`src/hdl/zwm_pkg.sv`:
```
// Shared types, constants and tables for the Zernike window moment block.
package zwm_pkg;

    localparam int MAX_WINDOW = 64;
    localparam int MAX_ORDER  = 12;
    localparam int FRAC       = 24;

    localparam int POS_W  = $clog2(MAX_WINDOW);
    localparam int SIDE_W = POS_W + 1;
    localparam int AB_W   = POS_W + 1;
    localparam int D2_W   = 2 * POS_W + 1;

    localparam int DIV_NUM_W = 52;
    localparam int DIV_DEN_W = 29;
    localparam int DIV_CNT_W = 6;

    localparam int SQ_IN_W  = 42;
    localparam int SQ_OUT_W = SQ_IN_W / 2;
    localparam int SQ_CNT_W = $clog2(SQ_OUT_W + 1);

    localparam int QUEUE_DEPTH = 4;
    localparam int QPTR_W      = $clog2(QUEUE_DEPTH);

    localparam logic [23:0] INV_SQRT2 = 24'd11863283;

    typedef logic [1:0] reg_index_t;
    localparam reg_index_t REG_ORDER       = 2'd0;
    localparam reg_index_t REG_REPETITION  = 2'd1;
    localparam reg_index_t REG_WINDOW_SIZE = 2'd2;

    typedef struct packed {
        logic [3:0]        order;
        logic signed [4:0] repetition;
        logic [SIDE_W-1:0] side;
    } zwm_cfg_t;

    typedef struct packed {
        logic [7:0]             pixel;
        logic signed [AB_W-1:0] a;
        logic signed [AB_W-1:0] b;
        logic [D2_W-1:0]        d2;
        logic                   in_disk;
        logic                   last;
    } zwm_item_t;

    typedef enum logic [4:0] {
        BK_IDLE,
        BK_R2_GO,
        BK_R2_WAIT,
        BK_U_GO,
        BK_U_WAIT,
        BK_V_GO,
        BK_V_WAIT,
        BK_H_INIT,
        BK_H_MUL,
        BK_H_ADD,
        BK_W_INIT,
        BK_W1,
        BK_W2,
        BK_W3,
        BK_W4,
        BK_W5,
        BK_T1,
        BK_T2,
        BK_T3,
        BK_T4,
        BK_T5,
        BK_NEXT,
        BK_FIN,
        BK_RE_WAIT,
        BK_IM_GO,
        BK_IM_WAIT,
        BK_SQ1,
        BK_SQ2,
        BK_SQ3,
        BK_SQRT_WAIT,
        BK_OUT
    } back_state_t;

    typedef logic [MAX_ORDER:0][MAX_ORDER:0][9:0] binom_tab_t;

    // Pascal triangle, built by additions at elaboration
    function automatic binom_tab_t build_binom();
        binom_tab_t t;
        t = '0;
        for (int i = 0; i <= MAX_ORDER; i++) begin
            t[i][0] = 10'd1;
            for (int j = 1; j <= i; j++) begin
                t[i][j] = t[i-1][j-1] + ((j < i) ? t[i-1][j] : 10'd0);
            end
        end
        return t;
    endfunction

    localparam binom_tab_t BINOM = build_binom();

endpackage

```
`src/hdl/zwm_front.sv`:
```
// Front end: window position tracking and per-pixel geometry.
module zwm_front import zwm_pkg::*; (
    input  logic      clk,
    input  logic      rst_n,
    input  zwm_cfg_t  cfg,
    input  logic      clear,
    input  logic      in_valid,
    output logic      in_stall,
    input  logic [7:0] pixel,
    input  logic      full,
    output logic      push,
    output zwm_item_t item
);

    logic [POS_W-1:0]     col_reg;
    logic [POS_W-1:0]     col_next;
    logic [POS_W-1:0]     row_reg;
    logic [POS_W-1:0]     row_next;
    logic [POS_W-1:0]     nm1;
    logic [2*POS_W-1:0]   nm1_sq;
    logic signed [AB_W:0] a_wide;
    logic signed [AB_W:0] b_wide;
    logic signed [13:0]   a_sq;
    logic signed [13:0]   b_sq;
    logic [D2_W-1:0]      d2;
    logic [D2_W-1:0]      lim;

    assign nm1    = POS_W'(cfg.side - SIDE_W'(1));
    assign nm1_sq = nm1 * nm1;
    assign lim    = {nm1_sq, 1'b0};

    assign a_wide = $signed({1'b0, col_reg, 1'b0}) - $signed({1'b0, cfg.side})
                    + (AB_W+1)'(1);
    assign b_wide = $signed({2'b0, nm1}) - $signed({1'b0, row_reg, 1'b0});

    assign a_sq = item.a * item.a;
    assign b_sq = item.b * item.b;
    assign d2   = D2_W'(a_sq + b_sq);

    assign in_stall = full;
    assign push     = in_valid && !full;

    always_comb
    begin
        item.pixel   = pixel;
        item.a       = a_wide[AB_W-1:0];
        item.b       = b_wide[AB_W-1:0];
        item.d2      = d2;
        item.in_disk = (d2 <= lim);
        item.last    = (col_reg == nm1) && (row_reg == nm1);
    end

    always_comb
    begin
        col_next = col_reg;
        row_next = row_reg;
        if (clear) begin
            col_next = '0;
            row_next = '0;
        end else if (push) begin
            if (col_reg == nm1) begin
                col_next = '0;
                row_next = (row_reg == nm1) ? '0 : row_reg + POS_W'(1);
            end else begin
                col_next = col_reg + POS_W'(1);
            end
        end
    end

    always_ff @(posedge clk or negedge rst_n)
    begin
        if (!rst_n) begin
            col_reg <= '0;
            row_reg <= '0;
        end else begin
            col_reg <= col_next;
            row_reg <= row_next;
        end
    end

endmodule

```
`config.mk`:
```
export PLATFORM = sky130hd
export DESIGN_NAME = zwm_front
export DESIGN_NICKNAME = d
export VERILOG_FILES = /design/src/hdl/zwm_pkg.sv /design/src/hdl/zwm_front.sv
export SDC_FILE = /design/constraint.sdc
export NUM_CORES = 1
export LEC_CHECK = 0
export ABC_CLOCK_PERIOD_IN_PS = 16200
export BUFFER_PORTS_ARGS = -buffer_cell sky130_fd_sc_hd__buf_4
export CORE_ASPECT_RATIO = 1.4
export CORE_MARGIN = 3
export CORE_UTILIZATION = 61
export DETAILED_ROUTE_END_ITERATION = 10
export PLACE_DENSITY_LB_ADDON = 0.15
export SLEW_MARGIN = 20
export SYNTH_ARGS = -nofsm -noshare
export SYNTH_HDL_FRONTEND = slang
export SYNTH_SLANG_ARGS = --single-unit
```
`constraint.sdc`:
```
create_clock -name clk -period 16.2 [get_ports clk]
set_input_delay 3.24 -clock clk [delete_from_list [all_inputs] [get_ports clk]]
set_output_delay 3.24 -clock clk [all_outputs]
set_load 0.03 [all_outputs]
```
* Yosys cells after proc, flatten, opt, wreduce, memory -nomap -nowiden
Index checks and enable logic that the tools add are counted.
** Word-level totals
- Register bits :: 12
- Input bits :: 29
- Output and inout bits :: 39
** Operators by class
- Add/sub/neg operators :: 7
- $mul :: 3
- Order comparisons :: 1
- Eq/ne operators :: 2
- Mux-type cells :: 7
- Reductions and logical operators :: 6
** Operators by type and width (number)
- $mux 6 :: 7
- $mul 7x7->13 :: 2
- $add 13x13->13 :: 1
- $le 13x13->1 :: 1
- $add 6x1->6 const B :: 2
- $eq 6x6->1 :: 2
- $mul 6x6->12 :: 1
- $add 7x2->7 const B :: 1
- $sub 6x7->7 :: 1
- $sub 7x7->7 :: 1
- $sub 6x1->6 const B :: 1
- $reduce_bool 2->1 :: 2
- $logic_and 1x1->1 :: 2
- $reduce_and 2->1 :: 1
- $logic_not 1->1 :: 1

* Depth between registers and ports, before layout
Gate-level depths: netlist of run 1.
- Word-level depth :: 6
- Mapped depth :: 36
- Mapped depth without buffers :: 34

* Worst setup path after synthesis of run 1
No wires, ideal clock.
- Path type :: input port to output port
- Start point :: input port cfg[0] (netlist name)
- End point :: output port item[1] (netlist name)
- Arrival :: 12.497 ns
- Required time :: 12.960 ns
- Path slack :: 0.463 ns
- Stages :: 36
- Path through :: buf_4 > inv_1 > clkbuf_1 > ha_1 > xor2_1 > ha_1 > nor2b_1 > o21ai_0 > a21boi_0 > o21ai_0 > nand2b_1 > xor2_1 > inv_1 > nand2_1 > fa_1 > fa_1 > inv_1 > fa_1 > inv_1 > fa_1 > fa_1 > inv_1 > fa_1 > ha_1 > a21o_1 > a21oi_1 > o21bai_1 > a21oi_1 > o21ai_0 > xnor2_1 > xnor2_1 > ha_1 > nand4_1 > nor2_1 > a41oi_1 > nand2_1
** RTL lines
- from (decl) :: RTL line zwm_front.sv:5 : input zwm_cfg_t cfg,
- to (decl) :: RTL line zwm_front.sv:12 : output zwm_item_t item

==> flow_summary.toml, run 1 <==
[status]
status = "finished, final reports clean"

[sta]
maxSlewHeadroom_pct = 46.9
rsz0062_at_grt = "no"
skew_ns = 0.00306
fmax_ghz = 0.0658
fin_crit_ns = 15.19
finalHoldViolCount = 0
slew_violations = 0
setup_viol = 0
finalCritPeriodShare_pct = 93.7
worstMarginPinSlew_ns = 0.790
setup_tns_ns = 0

[finish]
drive_gt1_share_pct = 10.1
antenna_cells = 0
finalNetCount = 795
area_growth_pct = 7.35
post-route-util_pct = 69.3
fillCellCount = 673

[min_path]
hp-class = "reg2reg"

[logic_synthesis]
syn_area_per_cell_um2 = 8.85
synth-edff-count = 0
yosys_most_used_dff = "dfrtp_1"
synth_cells = 579
netlist_area_um2 = 5120
synthArstFlopShare_pct = 100
synthTopCellsByCount = "inv_1 (116), fa_1 (86), ha_1 (72)"
synth_seq_cells = 12
yosys_warnings = 0
synth_top_area_share_pct = 33.6
syn_nets = 766
yosysSeqAreaShare_pct = 5.86
synth_cell_types = 44
synth_area_leader_cell = "fa_1"
synth.area.top_cells = "fa_1 (34%), ha_1 (18%), inv_1 (8.5%)"
synth.most_common_cell = "inv_1"

[cts]
ctsHoldBuffers = 0
numCtsBuffers = 3
clk_latency_ns = 0.23
postCtsSetupBuffers = 0
htreeDepth = 1
cts.path.max_buffers = 2
root_buffer = "clkbuf_8"
cts_tree = "built"
cts_resized = 0
cts_sinks = 12
clk_pin_slew_ns = 0.05

[critical_path]
end_kind = "output pin"
cpPeakStageDelay_ns = 0.54
crit_fanout = 17
cp.arrival_ns = 11.95
cp.required_ns = 12.96
path_class = "in2out"
worstSetupStartpointType = "input port"
regToRegSetupSlack_ns = 13.76
cpMaxStageDelayCell = "fa_1"

[global_route]
antenna_found_initial = 0
overflow = 0
grt_pass1_vias = 4185
grt_max_degree = 18
grt.total_usage_pct = 24.6
grt_pass1_wl_um = 19200

[placed_design]
io_buffers = 41
dp_hpwl_um = 9300
place.gp.congestion = 0.881

[die]
io_pins = 68
core-area_um2 = 7940
rows = 38
start_util_pct = 64.5
die_x_um = 83.4
die-area_um2 = 9550
die-height_um = 114

[detailed_routing]
vias = 3865
finalWirelength_um = 10700
dr.first_iter.drc_count = 142
vias_per_cell = 5.47
wire_per_inst_um = 15.2
drt_pre_antenna_iters = 4
ant_nets = 0
drcViolationCount = 0

[job]
maxCapViolCount = 0
## worst paths after layout
kind                                         from                endpoint  depth (start not counted)
min reg2reg                col_reg[5]$_DFFE_PN0P_  col_reg[5]$_DFFE_PN0P_                          2
max in group asynchronous                   rst_n  col_reg[5]$_DFFE_PN0P_                          1
min                        col_reg[5]$_DFFE_PN0P_  col_reg[5]$_DFFE_PN0P_                          2
min in group asynchronous                   rst_n  row_reg[3]$_DFFE_PN0P_                          1
max reg2reg                col_reg[2]$_DFFE_PN0P_  row_reg[5]$_DFFE_PN0P_                          6
max                                        cfg[0]                 item[1]                         37
## cell usage in the layout, fill, tap and decap left out, drive strengths merged
| master | n |
|---|---|
| a2111oi | 1 |
| a21boi | 1 |
| a21o | 5 |
| a21oi | 29 |
| a31oi | 2 |
| a41oi | 1 |
| and2 | 6 |
| and3 | 5 |
| and4 | 1 |
| buf | 45 |
| clkbuf | 3 |
| conb | 1 |
| dfrtp | 12 |
| fa | 86 |
| ha | 72 |
| inv | 117 |
| mux2 | 2 |
| nand2 | 41 |
| nand2b | 9 |
| nand3 | 6 |
| nand3b | 2 |
| nand4 | 2 |
| nand4b | 1 |
| nor2 | 49 |
| nor2b | 8 |
| nor3 | 5 |
| nor3b | 1 |
| o21a | 5 |
| o21ai | 17 |
| o21bai | 3 |
| or2 | 3 |
| or3 | 6 |
| or3b | 1 |
| or4 | 1 |
| or4b | 2 |
| xnor2 | 42 |
| xor2 | 13 |
## cell type report
cell class / count / area (µm²) / area share, %
Multi-Input combinational cell: 429 / 4260 / 77.4
Inverter: 117 / 439 / 7.99
Timing Repair Buffer: 45 / 338 / 6.14
Sequential cell: 12 / 300 / 5.46
Tap cell: 100 / 125 / 2.28
Clock buffer: 3 / 41.3 / 0.751
## stage by stage
step,hold slack [ns],setup slack [ns],std cells,instance area [µm²]
floorplan,0.559,0.463,579,5120
global placement,0.585,1.27,703,5460
detailed placement,0.596,1.11,703,5460
CTS,0.605,1.10,706,5500
global route,0.656,0.462,706,5500
finish,0.602,1.01,706,5500
## critical path, delay by kind of cell
family,cells,cell delay (ns)
AO/OA/AOI/OAI,8,1.52
XOR/XNOR,4,0.95
adder cells (fa/ha/maj),10,4.34
buffers and inverters,9,1.25
AND/OR/NAND/NOR,6,0.63
## cells by family (layout without fill, tap and decap cells)
family                   count (synthesis)  in the layout  share of synthesized area [%]
flip-flops                              12             12                           5.86
adder cells (fa/ha/maj)                158            158                           51.2
multiplexers                             2              2                          0.440
XOR/XNOR                                55             55                           10.1
AO/OA/AOI/OAI                           64             64                           7.13
buffers and inverters                  138            165                           11.1
other                                    1              1                         0.0732
AND/OR/NAND/NOR                        149            149                           14.2
## layer usage
metal  vias to the layer above  part of all wire (%)  track usage, %
li1                       1846                     -               -
met1                      1912                    41            30.6
met2                        93                    54            46.4
met3                        14                   3.8            2.02
met4                         0                   2.0            5.90
met5                         -                     0               0
Power of run 1 is left out: the tool's default activity adds up to more than one toggle a clock period on the data nets, which glitch-free logic cannot reach.
==> run 2: changes to the inputs <==
--- a/config.mk
+++ b/config.mk
@@ -8,7 +8,6 @@
 export ABC_CLOCK_PERIOD_IN_PS = 16200
 export BUFFER_PORTS_ARGS = -buffer_cell sky130_fd_sc_hd__buf_4
 export CORE_ASPECT_RATIO = 1.4
-export CORE_MARGIN = 3
 export CORE_UTILIZATION = 61
 export DETAILED_ROUTE_END_ITERATION = 10
 export PLACE_DENSITY_LB_ADDON = 0.15
==> run 2 against run 1 <==
Fmax grew 0.30%. Die area shrank 8.1%. First-iteration DRC count shrank 11%. Critical path depth shrank 4. Register-to-register slack is essentially flat. Worst setup slack gained 0.045 ns. Global-route usage grew 1.9 points. Final cell count grew 0.28%. Flip-flop and latch count is the same.
==> flow_summary.toml, run 2 (same netlist as run 1, synthesis figures left out) <==
[min_path]
holdPathStages = 2
hp-class = "reg2reg"

[placed_design]
dp_hpwl_um = 9220
dp_cells = 704
dpl_cell_area_um2 = 5450
place.gp.congestion = 0.859
io_buffers = 41

[finish]
area_growth_pct = 8.18
instances_no_fill = 708
antenna_cells = 0
drive_gt1_share_pct = 10.1
fin_area_um2 = 5540
mostFrequentLayoutCells = "inv_1 (116), fa_1 (86), ha_1 (72)"
finalNetCount = 794
final_common_cell = "inv_1"

[cts]
ctsHoldBuffers = 0
numCtsBuffers = 3
cts_resized = 0
clk_latency_ns = 0.25
postCtsSetupBuffers = 0
cts_tree = "built"
cts.path.max_buffers = 2
htreeDepth = 1
cts_sinks = 12
clk_pin_slew_ns = 0.04
root_buffer = "clkbuf_16"

[sta]
finalCritPeriodShare_pct = 93.5
skew_ns = 0.00178
rsz0062_at_grt = "no"
fin_crit_ns = 15.14
finalHoldViolCount = 0
slew_violations = 0
setup_viol = 0
setup_tns_ns = 0
maxSlewHeadroom_pct = 34.1
fmax_ghz = 0.0660
worstMarginPinSlew_ns = 0.981

[critical_path]
regToRegSetupSlack_ns = 13.76
cpMostUsedCell = "fa_1"
worstSetupStartpointType = "input port"
end_kind = "output pin"
cp.arrival_ns = 11.90
cpMaxStageDelayCell = "xnor2_1"
crit_fanout = 17
path_class = "in2out"
r2r_cells = 6
cp.required_ns = 12.96
cpPeakStageDelay_ns = 0.77

[global_route]
grt_pass1_wl_um = 18400
overflow = 0
grt.total_usage_pct = 26.5
grt_pass1_vias = 4194
antenna_found_initial = 0
grt_max_degree = 18

[detailed_routing]
dr.first_iter.drc_count = 126
wire_per_inst_um = 15.0
finalWirelength_um = 10600
vias_per_cell = 5.51
vias = 3901
drcViolationCount = 0
ant_nets = 0
drt_pre_antenna_iters = 4

[job]
maxCapViolCount = 0

[die]
die_x_um = 79.4
die-area_um2 = 8770
rows = 39
die-height_um = 110
start_util_pct = 62.9
io_pins = 68
core-area_um2 = 8150

[status]
status = "finished, final reports clean"
[run 2: changes by cell type in the layout (fill, tap and decap cells not counted), sizes merged]
cell,delta
clkbuf,+1
buf,-1
[run 2: area by class of cell]
| cell class | count | area (µm²) |
|---|---|---|
| multi-input combinational | 429 | 4260 |
| fill | 703 | 2610 |
| inverter | 117 | 439 |
| timing repair buffer | 44 | 330 |
| sequential | 12 | 300 |
| tap | 102 | 128 |
| clock buffer | 4 | 88.8 |
[run 2: path summary, 6_finish.rpt]
check                                             from                      to
worst max-delay path                            cfg[0]                 item[1]
worst min-delay path            col_reg[5]$_DFFE_PN0P_  col_reg[5]$_DFFE_PN0P_
worst max register to register  col_reg[2]$_DFFE_PN0P_  row_reg[5]$_DFFE_PN0P_
worst min register to register  col_reg[5]$_DFFE_PN0P_  col_reg[5]$_DFFE_PN0P_
max in group asynchronous                        rst_n  col_reg[0]$_DFFE_PN0P_
min in group asynchronous                        rst_n  row_reg[4]$_DFFE_PN0P_
[run 2: worst max-delay path: cells and delay by family]
kind | cells | cell delay (ns)
xor gates and xnor gates | 4 | 1.68
AOI/OAI and AO/OA | 7 | 1.19
buffers and inverters | 7 | 0.83
adders and majority gates | 10 | 4.33
and+or+nand+nor | 5 | 0.61
[run 2: stage by stage]
| stage | utilization [%] | setup WS, ns | hold slack, ns |
|---|---|---|---|
| final | 68.0 | 1.06 | 0.600 |
| after global routing | 68.0 | 0.520 | 0.658 |
| after CTS | 68.0 | 1.07 | 0.602 |
| after detailed placement | 66.9 | 1.08 | 0.594 |
| after global placement | 66.9 | 1.24 | 0.587 |
| after floorplan | - | 0.463 | 0.559 |
[run 2: metal layers]
layer  wire, µm  track usage (%)  up-vias
li1           -                -     1848
met1       4280             33.0     1957
met2       5810             47.4       79
met3        266             1.07       17
met4        286             10.2        0
met5          0                0        -
Power of run 2 is left out for the same reason.
