**src/hdl/zwm_pkg.sv**
```systemverilog
// Shared types, constants and tables for the Zernike window moment block.
package zwm_pkg;

    localparam int MAX_WINDOW = 64;
    localparam int MAX_ORDER  = 12;
    localparam int FRAC       = 24;

    localparam int POS_W  = $clog2(MAX_WINDOW);
    localparam int SIDE_W = POS_W + 1;
    localparam int AB_W   = POS_W + 1;
    localparam int D2_W   = 2 * POS_W + 1;

    localparam int DIV_NUM_W = 52;
    localparam int DIV_DEN_W = 29;
    localparam int DIV_CNT_W = 6;

    localparam int SQ_IN_W  = 42;
    localparam int SQ_OUT_W = SQ_IN_W / 2;
    localparam int SQ_CNT_W = $clog2(SQ_OUT_W + 1);

    localparam int QUEUE_DEPTH = 4;
    localparam int QPTR_W      = $clog2(QUEUE_DEPTH);

    localparam logic [23:0] INV_SQRT2 = 24'd11863283;

    typedef logic [1:0] reg_index_t;
    localparam reg_index_t REG_ORDER       = 2'd0;
    localparam reg_index_t REG_REPETITION  = 2'd1;
    localparam reg_index_t REG_WINDOW_SIZE = 2'd2;

    typedef struct packed {
        logic [3:0]        order;
        logic signed [4:0] repetition;
        logic [SIDE_W-1:0] side;
    } zwm_cfg_t;

    typedef struct packed {
        logic [7:0]             pixel;
        logic signed [AB_W-1:0] a;
        logic signed [AB_W-1:0] b;
        logic [D2_W-1:0]        d2;
        logic                   in_disk;
        logic                   last;
    } zwm_item_t;

    typedef enum logic [4:0] {
        BK_IDLE,
        BK_R2_GO,
        BK_R2_WAIT,
        BK_U_GO,
        BK_U_WAIT,
        BK_V_GO,
        BK_V_WAIT,
        BK_H_INIT,
        BK_H_MUL,
        BK_H_ADD,
        BK_W_INIT,
        BK_W1,
        BK_W2,
        BK_W3,
        BK_W4,
        BK_W5,
        BK_T1,
        BK_T2,
        BK_T3,
        BK_T4,
        BK_T5,
        BK_NEXT,
        BK_FIN,
        BK_RE_WAIT,
        BK_IM_GO,
        BK_IM_WAIT,
        BK_SQ1,
        BK_SQ2,
        BK_SQ3,
        BK_SQRT_WAIT,
        BK_OUT
    } back_state_t;

    typedef logic [MAX_ORDER:0][MAX_ORDER:0][9:0] binom_tab_t;

    // Pascal triangle, built by additions at elaboration
    function automatic binom_tab_t build_binom();
        binom_tab_t t;
        t = '0;
        for (int i = 0; i <= MAX_ORDER; i++) begin
            t[i][0] = 10'd1;
            for (int j = 1; j <= i; j++) begin
                t[i][j] = t[i-1][j-1] + ((j < i) ? t[i-1][j] : 10'd0);
            end
        end
        return t;
    endfunction

    localparam binom_tab_t BINOM = build_binom();

endpackage

```
**src/hdl/zwm_queue.sv**
```systemverilog
// Short word queue between the front end and the back end.
module zwm_queue import zwm_pkg::*; (
    input  logic      clk,
    input  logic      rst_n,
    input  logic      push,
    input  zwm_item_t push_item,
    output logic      full,
    input  logic      pop,
    output zwm_item_t pop_item,
    output logic      empty
);

    zwm_item_t         slot_reg [QUEUE_DEPTH];
    logic [QPTR_W-1:0] wr_ptr_reg;
    logic [QPTR_W-1:0] rd_ptr_reg;
    logic [QPTR_W:0]   fill_reg;

    assign full     = (fill_reg == (QPTR_W+1)'(QUEUE_DEPTH));
    assign empty    = (fill_reg == '0);
    assign pop_item = slot_reg[rd_ptr_reg];

    always_ff @(posedge clk or negedge rst_n)
    begin
        if (!rst_n) begin
            wr_ptr_reg <= '0;
            rd_ptr_reg <= '0;
            fill_reg   <= '0;
        end else begin
            if (push) begin
                wr_ptr_reg <= wr_ptr_reg + QPTR_W'(1);
            end
            if (pop) begin
                rd_ptr_reg <= rd_ptr_reg + QPTR_W'(1);
            end
            if (push && !pop) begin
                fill_reg <= fill_reg + (QPTR_W+1)'(1);
            end else if (pop && !push) begin
                fill_reg <= fill_reg - (QPTR_W+1)'(1);
            end
        end
    end

    always_ff @(posedge clk)
    begin
        if (push) begin
            slot_reg[wr_ptr_reg] <= push_item;
        end
    end

endmodule

```
**config.mk**
```make
export PLATFORM = sky130hd
export DESIGN_NAME = zwm_queue
export DESIGN_NICKNAME = d
export VERILOG_FILES = /design/src/hdl/zwm_pkg.sv /design/src/hdl/zwm_queue.sv
export SDC_FILE = /design/constraint.sdc
export NUM_CORES = 1
export LEC_CHECK = 0
export BUFFER_PORTS_ARGS = -buffer_cell sky130_fd_sc_hd__buf_2
export CORE_ASPECT_RATIO = 0.8
export CORE_MARGIN = 2
export CORE_UTILIZATION = 45
export CTS_CLUSTER_SIZE = 40
export DETAILED_ROUTE_END_ITERATION = 12
export PLACE_DENSITY = 0.65
export SLEW_MARGIN = 20
export SYNTH_ARGS = -nofsm -noshare
export SYNTH_HDL_FRONTEND = slang
export SYNTH_SLANG_ARGS = --single-unit
```
**constraint.sdc**
```tcl
create_clock -name clk -period 6.1 [get_ports clk]
set_input_delay 0.305 -clock clk [delete_from_list [all_inputs] [get_ports clk]]
set_output_delay 0.305 -clock clk [all_outputs]
set_load 0.02 [all_outputs]
```
== After elaboration in Yosys (flattened, before gate mapping) ==
Memories as Yosys holds them, arrays and structs flattened.
Index checks and enable logic that the tools add are counted.
Word-level totals
  bits in latches: 0
  bits of input ports: 41
  output and inout bits: 39
  RAM bits: 148
  logic and storage cells: 19
  memories: 1
  bits in read-only memories: 0
  flip-flop bits (word level): 7
Operators by class
  divide/modulo/power cells: 0
  mux-type cells: 4
  multiply operators: 0
  shifts and indexed selects: 0
  $lt $le $gt $ge: 0
  reductions and logical operators: 6
  bitwise operators: 0
  $add $sub $neg: 4
  equality and inequality tests: 1
Memories
  slot_reg: words 4, width 37, rd ports 1, clocked after Yosys merged registers in 0, write ports 1, RTL line zwm_queue.sv:13  | zwm_item_t slot_reg [QUEUE_DEPTH];
Operator list (number)
  $mux W3: 2
  $add A2 B1 Y2 const B: 2
  $add A3 B1 Y3 const B: 1
  $eq A3 B3 Y1 const B: 1
  $logic_not A3 Y1: 1
  $sub A3 B1 Y3 const B: 1
  $logic_and A1 B1 Y1: 2
  $logic_not A1 Y1: 2
  $mux W1: 2
  $reduce_bool A2 Y1: 1

== Longest topological paths before layout ==
Gate-level depths: netlist of the first run.
  word-level depth: 4
  mapped depth: 7
  depth with buffers taken out: 7

== Least setup slack after synthesis of the first run ==
No wires, ideal clock.
  kind: register to register
  from: reg wr_ptr_reg[0]
  to: mem slot_reg[2][0] (netlist name) (enable)
  arrival: 1.516 ns
  buffers on the path: 0
  period minus slack after synthesis: 1.914 ns
  setup time: 0.398 ns
  slack: 4.186 ns
  required time: 5.702 ns
  stages on the path, launching flop included: 4
  cells stage by stage: dfrtp_1 inv_1 ha_1 and2_1
RTL lines
  start: declaration: RTL line zwm_queue.sv:14  | logic [QPTR_W-1:0] wr_ptr_reg;
  start signal: assignment: RTL line zwm_queue.sv:30  | wr_ptr_reg <= wr_ptr_reg + QPTR_W'(1);
  end: declaration: RTL line zwm_queue.sv:13
Straight into the memory's write port.

==> impl_metrics.csv, run 1 <==
group,metric,value,unit
floorplanning,die_w,130,µm
timing,timing.final.crit_share,44.9,%
final_layout,syn_to_final_growth,19.8,%
routing,wl,9590,µm
power_and_ir_drop,pwr-share-comb,27.4,%
synth,synth.area.top_cells,"edfxtp_1 78%, mux4_2 15%, dfrtp_1 3.1%",
synth,synth_area,5720,µm²
floorplanning,placeableCoreArea,12300,µm²
timing,finalSetupViolCount,0,
routing,postRouteAntennaNets,0,
routing,num_vias,2515,
final_layout,finalInstanceArea,6860,µm²
timing,report.final.slew_viol_count,0,
synth,netlist.area_leader.share,77.6,%
clocking,clk_pin_slew_worst_paths,0.06,ns
setup_path,worst-setup-path-type,"reg2out",
power_and_ir_drop,ir_drop,0.000279,V
grt,grt_antenna_before_repair,1,
place,place_congestion,0.645,
timing,finalHoldViolCount,0,
clocking,h-tree-depth,4,
synth,syn_avg_cell_area,25.2,µm²
synth,yosysMostFrequentCell,"edfxtp_1",
routing,routedWlPerCell,19.0,µm
synth,synth_common_cells,"148 x edfxtp_1, 37 x mux4_2, 7 x dfrtp_1",
synth,ys_ff_latch,155,
power_and_ir_drop,clkPwrFrac,27.9,%
grt,grt_pass1_vias,2702,
timing,clock_skew,0.00525,ns
status,status,"finished, final reports clean",
place,placed_area,6290,µm²
clocking,cts_buffer_depth,2,
floorplanning,start_util,46.6,%
final_layout,drive_above_1_share,46.4,%
timing,max_freq,365,MHz
synth,synth_area_leader_cell,"edfxtp_1",
routing,drt-initial-drc-count,126,
power_and_ir_drop,p_switching,1.07,mW
setup_path,required,5.79,ns
synth,synthFlopType,"edfxtp_1",
setup_path,startpoint,"rd_ptr_reg[0]$_DFFE_PN0P_",
clocking,clk_latency,0.41,ns
run,cap_violations,0,
setup_path,crit_fanout,23,
clocking,cts_made_buffers,17,
timing,setup_tns,0,ns
timing,setup_slack,3.36,ns
setup_path,worstReg2RegStart,"wr_ptr_reg[0]$_DFFE_PN0P_",
power_and_ir_drop,pwr-share-seq,44.7,%
floorplanning,ios,80,
grt,grt_pass1_wl,14900,µm
hold_path,hold_class,"in2reg",
clocking,postCtsSetupBuffers,0,
place,dp_slack,3.72,ns
synth,postSynthCellCount,227,
floorplanning,dieArea,13600,µm²
setup_path,endpoint_kind,"primary output",
setup_path,worstPathArrival,2.44,ns
hold_path,hp-start,"push_item[5]",
routing,vias_per_cell,4.99,
clocking,cts.sinks,155,
routing,drc,0,
floorplanning,die_h,105,µm
synth,mappedNetlistNets,274,
synth,ys_seq_area_share,80.7,%
power_and_ir_drop,power.leakage,2.37,nW
final_layout,fillerInstances,926,
routing,drtPass1Iterations,4,
synth,synth_warnings,0,
synth,synth_cell_type_count,19,
timing,period_minus_slack,2.74,ns
grt,overflow,0,
power_and_ir_drop,switching_share,31.1,%
final_layout,largest_reg_flops,148,
setup_path,start_kind,"flop",
floorplanning,rows,36,
timing,rsz0062_at_grt,"false",
synth,synth_edf_count,148,
synth,async_flop_share,4.52,%
clocking,clock-root-buffer,"clkbuf_16",
clocking,cts_tree,"done",
grt,groute.usage.overall,15.2,%
power_and_ir_drop,p_int,2.37,mW
timing,tightest_slew,1.03,ns
place,dp_hpwl,5690,µm
timing,max-slew-margin-rel,31.3,%
final_layout,nets,366,
grt,grt_max_degree,39,
place,place.port_buffers,79,
power_and_ir_drop,power.density,502,nW/µm²
metrics by stage:
stage	util (%)	hold WS, ns	cells	power [mW]
final	55.7	0.104	504	3.44
after global placement	51.2	0.154	470	2.51
after detailed placement	51.2	0.155	470	2.53
after floorplan	-	0.00941	227	2.22
after global routing	55.7	0.0865	503	3.61
after CTS	55.7	0.0911	503	3.49
cell families (layout without fill, tap and decap cells):
group,after synthesis,count (layout),share of synthesized area [%]
xor gates and xnor gates,6,6,0.918
adders and majority gates,6,6,1.44
other,0,1,0
and+or+nand+nor,9,9,0.852
muxes,38,38,14.8
DFF,155,155,80.7
AOI/OAI and AO/OA,1,1,0.0873
buffers and inverters,12,117,1.25
worst max-delay path, cell delays in order, from the launching register on:
cell     delay [ns]
dfrtp_2        0.71
buf_4          0.51
mux4_2         0.58
buf_2          0.18
area by class of cell:
cell class,count,area [µm²],share of cell area [%]
Clock inverter,15,125,1.83
Inverter,4,15.0,0.219
Tap cell,171,214,3.12
Clock buffer,17,425,6.21
Multi-Input combinational cell,60,1040,15.1
Antenna cell,1,2.50,0.0365
Sequential cell,155,4620,67.4
Timing Repair Buffer,81,413,6.02
power by group through the flow:
stage | sequential (mW) | combinational [mW] | clock, mW
4_1_cts | 1.55 | 0.966 | 0.980
6_report | 1.54 | 0.942 | 0.961
3_5_place_dp | 1.57 | 0.962 | 0
2_1_floorplan | 1.46 | 0.761 | 0
3_3_place_gp | 1.56 | 0.954 | 0
5_1_grt | 1.57 | 1.02 | 1.03
cell usage in the layout, fill, tap and decap left out:
cell	Yosys	routed
ha_1	5	5
dfrtp_2	0	2
inv_6	0	2
nand2_1	2	2
inv_1	4	4
mux4_2	37	37
o21ai_0	1	1
xnor2_1	2	2
mux2_2	1	1
nor3_1	1	1
nor3b_1	1	1
clkinvlp_4	0	5
buf_4	2	1
and2_2	0	4
diode_2	0	1
bufinv_16	0	1
fa_1	1	1
dfrtp_1	7	5
clkinv_1	0	2
edfxtp_1	148	148
dlygate4sd3_1	0	1
xor2_1	4	4
clkbuf_16	0	17
clkinv_2	0	3
buf_2	3	79
clkinv_4	0	2
nor2_1	1	1
what timing repair did:
item | CTS | global route
resized for setup | 0 | 0
hold endpoints to repair | 7 | 0
hold buffers | 1 | 0
worst paths after layout:
| kind | to | slack [ns] | cells past startpoint |
|---|---|---|---|
| setup / recovery | pop_item[23] | 3.36 | 3 |
| hold / removal | slot_reg[3][5]$_DFFE_PP_ | 0.10 | 1 |
| setup reg to reg | slot_reg[2][19]$_DFFE_PP_ | 4.23 | 3 |
| hold reg to reg | fill_reg[2]$_DFFE_PN0P_ | 0.49 | 1 |
| max in group asynchronous | rd_ptr_reg[1]$_DFFE_PN0P_ | 5.67 | 2 |
| min in group asynchronous | fill_reg[0]$_DFFE_PN0P_ | 0.26 | 2 |
per-layer routing:
layer	vias to the layer above	share of wire, %	global-route usage, %
met4	0	1.0	3.92
met1	1286	44	19.9
met5	-	0	0
met2	79	46	22.5
met3	9	9.3	8.19
li1	1141	-	-
Note: power is estimated with default switching activity, not from simulation.
==> inputs of run 2 (changes only) <==
--- a/config.mk
+++ b/config.mk
@@ -5,13 +5,13 @@
 export SDC_FILE = /design/constraint.sdc
 export NUM_CORES = 1
 export LEC_CHECK = 0
+export ABC_AREA = 1
 export BUFFER_PORTS_ARGS = -buffer_cell sky130_fd_sc_hd__buf_2
 export CORE_ASPECT_RATIO = 0.8
 export CORE_MARGIN = 2
 export CORE_UTILIZATION = 45
 export CTS_CLUSTER_SIZE = 40
 export DETAILED_ROUTE_END_ITERATION = 12
-export PLACE_DENSITY = 0.65
 export SLEW_MARGIN = 20
 export SYNTH_ARGS = -nofsm -noshare
 export SYNTH_HDL_FRONTEND = slang
==> constraint.sdc (replaced) <==
create_clock -name clk -period 2.7 [get_ports clk]
set_input_delay 0.135 -clock clk [delete_from_list [all_inputs] [get_ports clk]]
set_output_delay 0.135 -clock clk [all_outputs]
set_load 0.02 [all_outputs]
==> run 2 against run 1 <==
Sequential power grew 120%. Global-route usage increased by 1.8 points. Register-to-register slack got worse by 3.3 ns. Cell area up 16%. Sequential cell count stayed put. First-iteration DRC count up 100%. Largest power group unchanged. Clock skew is 0.00086 ns higher. Critical endpoint is now pop_item[36]. Synthesized area grew 11%. Via count up 48%.
==> impl_metrics.csv, run 2 <==
group,metric,value,unit
status,status,"finished, final reports clean",
final_layout,syn_to_final_growth,24.3,%
floorplanning,placeableCoreArea,13700,µm²
routing,drt-initial-drc-count,257,
setup_path,slowest_delay,0.86,ns
hold_path,hold_path_end,"wr_ptr_reg[1]$_DFFE_PN0P_",
grt,grtUsageMet2,27.4,%
setup_path,crit_chain,"buf_4 > nand2_1 > o211ai_1 > nand2_1 > buf_2",
clocking,clk_latency,0.41,ns
floorplanning,dieArea,15100,µm²
run,cap_violations,0,
routing,vias_per_cell,4.67,
setup_path,worstReg2RegStart,"wr_ptr_reg[1]$_DFFE_PN0P_",
hold_path,hold_depth,2,
final_layout,layout_common_cells,"148 x edfxtp_1, 124 x nand2_1, 81 x inv_1",
synth,syn_avg_cell_area,13.3,µm²
clocking,clock-root-buffer,"clkbuf_16",
synth,postSynthCellCount,480,
synth,ys_seq_area_share,72.5,%
timing,clock_skew,0.00611,ns
setup_path,regToRegSetupSlack,0.94,ns
synth,synth_edf_count,148,
synth,synthFlopType,"edfxtp_1",
clocking,clk_pin_slew_worst_paths,0.06,ns
setup_path,crit_fanout,61,
setup_path,cp_top_family,"flip-flops",
synth,synth_area_leader_cell,"edfxtp_1",
timing,setup_tns,0,ns
synth,synth_area,6370,µm²
floorplanning,rows,38,
place,place_congestion,0.708,
floorplanning,start_util,46.5,%
routing,routedWlPerCell,15.1,µm
grt,groute.usage.overall,17.1,%
timing,finalSetupViolCount,0,
grt,grt-busiest-layer,"met2",
timing,finalHoldViolCount,0,
power_and_ir_drop,power.leakage,3.26,nW
setup_path,rr_worst_depth,5,
setup_path,path_buf_inv,2,
clocking,cts_buffer_depth,2,
hold_path,hp-start,"push",
clocking,cts_made_buffers,17,
final_layout,nets,649,
hold_path,hold_class,"in2reg",
floorplanning,die_h,110,µm
final_layout,diodes,0,
clocking,cts.sinks,155,
clocking,postCtsSetupBuffers,0,
timing,period_minus_slack,2.26,ns
final_layout,ff_latch_area,4620,µm²
grt,overflow,0,
routing,wl,12000,µm
synth,ys_ff_latch,155,
final_layout,fillerInstances,1111,
synth,synth_common_cells,"148 x edfxtp_1, 124 x nand2_1, 86 x inv_1",
routing,drc,0,
setup_path,r2r_end,"slot_reg[1][4]$_DFFE_PP_",
setup_path,required,2.57,ns
power_and_ir_drop,total_power,8.80,mW
setup_path,worst-setup-path-type,"reg2out",
grt,grt_pass1_vias,3775,
routing,drtPass1Iterations,4,
final_layout,drive_above_1_share,22.6,%
place,dp_hpwl,6970,µm
power_and_ir_drop,ir_drop,0.000610,V
setup_path,crit_slowest_cell,"dfrtp_4",
grt,grt_antenna_before_repair,0,
clocking,h-tree-depth,4,
clocking,cts_tree,"done",
final_layout,largest_reg_flops,148,
grt,grt_pass1_wl,19400,µm
synth,synth.area.top_cells,"edfxtp_1 70%, nand2_1 7.3%, o211ai_1 7.3%",
synth,synth_cell_type_count,18,
synth,synth_warnings,0,
floorplanning,ios,80,
grt,met1_usage,21.8,%
timing,hold_ws,0.0343,ns
timing,timing.final.crit_share,83.8,%
setup_path,start_kind,"flop",
setup_path,critical_path.most_common_cell,"nand2_1",
grt,grt_max_degree,62,
power_and_ir_drop,power.density,1110,nW/µm²
timing,report.final.slew_viol_count,0,
routing,postRouteAntennaNets,0,
synth,mappedNetlistNets,527,
synth,netlist.area_leader.share,69.8,%
final_layout,multi_input_area,1220,µm²
synth,yosysMostFrequentCell,"edfxtp_1",
timing,max_freq,442,MHz
grt,use_met3,5.33,%
setup_path,worstPathArrival,2.13,ns
floorplanning,die_w,137,µm
timing,rsz0062_at_grt,"false",
routing,num_vias,3712,
place,place.port_buffers,79,
timing,max-slew-margin-rel,55.1,%
setup_path,endpoint_kind,"primary output",
synth,async_flop_share,4.52,%
final_layout,final_common_cell,"edfxtp_1",
timing,tightest_slew,0.673,ns
clocking,post_cts_resized,0,
run 2: layout make-up:
type / count / share of cell area (%)
clock buffer: 25 / 6.51
clock inverter: 7 / 1.11
sequential: 155 / 58.4
tap: 180 / 2.84
multi-input combinational: 213 / 15.5
timing repair buffer: 129 / 11.6
inverter: 86 / 4.08
run 2: stage by stage:
step | utilization (%) | setup slack (ns) | std cells | cell area, µm²
floorplan | - | 0.915 | 480 | 6370
global placement | 50.6 | 0.913 | 724 | 6930
detailed placement | 50.6 | 0.835 | 724 | 6930
CTS | 57.8 | 0.373 | 795 | 7920
global route | 57.8 | 0.259 | 795 | 7920
finish | 57.8 | 0.437 | 795 | 7920
run 2: worst max-delay path by stage:
stage,start,endpoint,slack [ns],depth (start not counted)
global placement,rd_ptr_reg[0]$_DFFE_PN0P_,pop_item[19],0.91,5
global route,rd_ptr_reg[0]$_DFFE_PN0P_,pop_item[36],0.26,5
floorplan,wr_ptr_reg[0]$_DFFE_PN0P_,slot_reg[2][0]$_DFFE_PP_,0.91,4
finish,rd_ptr_reg[0]$_DFFE_PN0P_,pop_item[36],0.44,5
CTS,rd_ptr_reg[0]$_DFFE_PN0P_,pop_item[36],0.37,5
detailed placement,rd_ptr_reg[0]$_DFFE_PN0P_,pop_item[36],0.84,5
run 2: report_power, final:
part / internal, mW / switching [mW]
clock: 1.50 / 0.852
combinational: 1.01 / 1.99
sequential: 3.16 / 0.281
total: 5.68 / 3.12
run 2: cell families (layout without fill, tap and decap cells):
logic type      Yosys count  after routing  share of synthesized area [%]
flops                   155            155                           72.5
simple gates            128            128                           7.64
buf+inv                 112            247                           8.25
compound gates           75             75                           9.74
fa+ha+maj                 6              6                           1.30
xor+xnor                  4              4                          0.550
run 2: what timing repair did:
item | CTS | global route
setup endpoints to repair | 0 | 0
hold buffers | 39 | 0
endpoints found under the hold margin | 157 | 0
run 2: per-layer routing:
metal  vias up  share of wire, %
met2        75                49
met3        13               4.2
met1      1725                46
met4         0               1.1
li1       1899                 -
met5         -                 0
==> inputs of run 3 (changes only) <==
==> constraint.sdc (replaced) <==
create_clock -name clk -period 2.35 [get_ports clk]
set_input_delay 0.1175 -clock clk [delete_from_list [all_inputs] [get_ports clk]]
set_output_delay 0.1175 -clock clk [all_outputs]
set_load 0.02 [all_outputs]
==> run 3 against run 2 <==
Die area stayed put. Non-clock buffer count is 2 lower. Wire length is 1.4% lower. Largest power group unchanged. Register-to-register slack worse by 0.25 ns. Largest cell class unchanged.
==> impl_metrics.csv, run 3 (synthesis results as in run 2) <==
group,metric,value,unit
place,place.port_buffers,79,
floorplanning,ios,80,
routing,wl,11800,µm
setup_path,start_kind,"flop",
clocking,post_cts_resized,0,
grt,grt_max_degree,69,
timing,hold_ws,0.0183,ns
setup_path,endpoint_kind,"primary output",
power_and_ir_drop,power.density,1260,nW/µm²
status,status,"finished, final reports clean",
routing,drt-initial-drc-count,213,
grt,groute.usage.overall,16.4,%
setup_path,required,2.23,ns
timing,clock_skew,0.00819,ns
power_and_ir_drop,ir_drop,0.000703,V
setup_path,worstPathArrival,1.92,ns
final_layout,largest_reg_flops,148,
place,placed_area,6940,µm²
floorplanning,start_util,46.5,%
final_layout,drive_above_1_share,22.4,%
routing,routedWlPerCell,14.9,µm
place,place_congestion,0.686,
routing,postRouteAntennaNets,0,
grt,grt_antenna_before_repair,0,
final_layout,finalInstanceArea,7860,µm²
floorplanning,rows,38,
timing,max-slew-margin-rel,67.0,%
clocking,clk_pin_slew_worst_paths,0.06,ns
timing,timing.final.crit_share,86.8,%
floorplanning,dieArea,15100,µm²
clocking,cts_buffer_depth,2,
timing,tightest_slew,0.494,ns
final_layout,nets,647,
final_layout,finalNonFillerCells,792,
grt,overflow,0,
floorplanning,die_w,137,µm
routing,vias_per_cell,4.83,
routing,drc,0,
run,cap_violations,0,
timing,max_freq,490,MHz
clocking,clk_latency,0.41,ns
place,dp_hpwl,7220,µm
floorplanning,die_h,110,µm
clocking,cts_tree,"done",
final_layout,diodes,0,
floorplanning,placeableCoreArea,13700,µm²
setup_path,worst-setup-path-type,"reg2out",
routing,num_vias,3829,
timing,setup_slack,0.310,ns
clocking,cts.sinks,155,
clocking,postCtsSetupBuffers,0,
timing,rsz0062_at_grt,"false",
timing,setup_tns,0,ns
setup_path,crit_fanout,68,
clocking,h-tree-depth,4,
final_layout,fillerInstances,1097,
final_layout,syn_to_final_growth,23.4,%
hold_path,hold_class,"in2reg",
final_layout,layout_common_cells,"148 x edfxtp_1, 124 x nand2_1, 81 x inv_1",
timing,finalHoldViolCount,0,
grt,grt_pass1_vias,3611,
power_and_ir_drop,power.leakage,3.22,nW
timing,finalSetupViolCount,0,
grt,grt_pass1_wl,18800,µm
place,dp_slack,0.667,ns
place,dp_cells,722,
routing,drtPass1Iterations,4,
clocking,cts_made_buffers,17,
clocking,clock-root-buffer,"clkbuf_16",
timing,report.final.slew_viol_count,0,
final_layout,final_common_cell,"edfxtp_1",
timing,period_minus_slack,2.04,ns
-- run 3: cell count changes in the layout (fill, tap and decap cells not counted) --
cell,previous run,this run
buf_12,4,6
buf_4,7,3
bufinv_16,2,1
clkbuf_1,2,1
clkbuf_8,6,0
clkinv_2,4,7
clkinv_4,0,2
clkinvlp_4,1,3
-- run 3: report_power, final --
group / total, mW / internal (mW) / switching [mW]
sequential: 3.89 / 3.63 / 0.265
clock: 2.45 / 1.44 / 1.01
combinational: 3.53 / 1.18 / 2.34
-- run 3: repair_timing --
action | in CTS | in global routing
hold endpoints to repair | 157 | 0
endpoints found under the setup margin | 0 | 0
hold buffers | 39 | 0
-- run 3: critical path, stage by stage (launching register included) --
cell and delay [ns]:
dfrtp_4 0.69, buf_12 0.33, nand2_1 0.11, o211ai_1 0.10, nand2_1 0.09, buf_2 0.17
-- run 3: layout make-up --
type                    count  area (µm²)  share of cell area (%)
flip-flops and latches    155        4620                    58.8
multi-input cells         213        1220                    15.6
repair buffers            127         928                    11.8
clock buffers              18         429                    5.46
inverters                  86         323                    4.11
well taps                 180         225                    2.87
clock inverters            13         105                    1.34
-- run 3: per-layer routing --
metal  share of wire [%]  global-route usage [%]
met4                 1.1                    5.36
met2                  48                    26.3
met1                  46                    21.6
met5                   0                       0
met3                 4.3                    4.41
-- run 3: path summary, 6_finish.rpt --
kind	slack, ns	cells past startpoint	end	from
max reg2reg	0.69	5	slot_reg[0][11]$_DFFE_PP_	wr_ptr_reg[0]$_DFFE_PN0P_
max in group asynchronous	2.11	2	rd_ptr_reg[0]$_DFFE_PN0P_	rst_n
min in group asynchronous	0.07	2	fill_reg[0]$_DFFE_PN0P_	rst_n
min	0.02	2	wr_ptr_reg[1]$_DFFE_PN0P_	push
max	0.31	5	pop_item[0]	rd_ptr_reg[0]$_DFFE_PN0P_
min reg2reg	0.51	2	fill_reg[2]$_DFFE_PN0P_	fill_reg[2]$_DFFE_PN0P_
-- run 3: stage by stage --
stage / util [%] / total power [mW]
6_report: 57.4 / 9.87
5_1_grt: 57.4 / 10.5
2_1_floorplan: - / 6.43
3_3_place_gp: 50.6 / 7.40
3_5_place_dp: 50.6 / 7.49
4_1_cts: 57.4 / 10.0
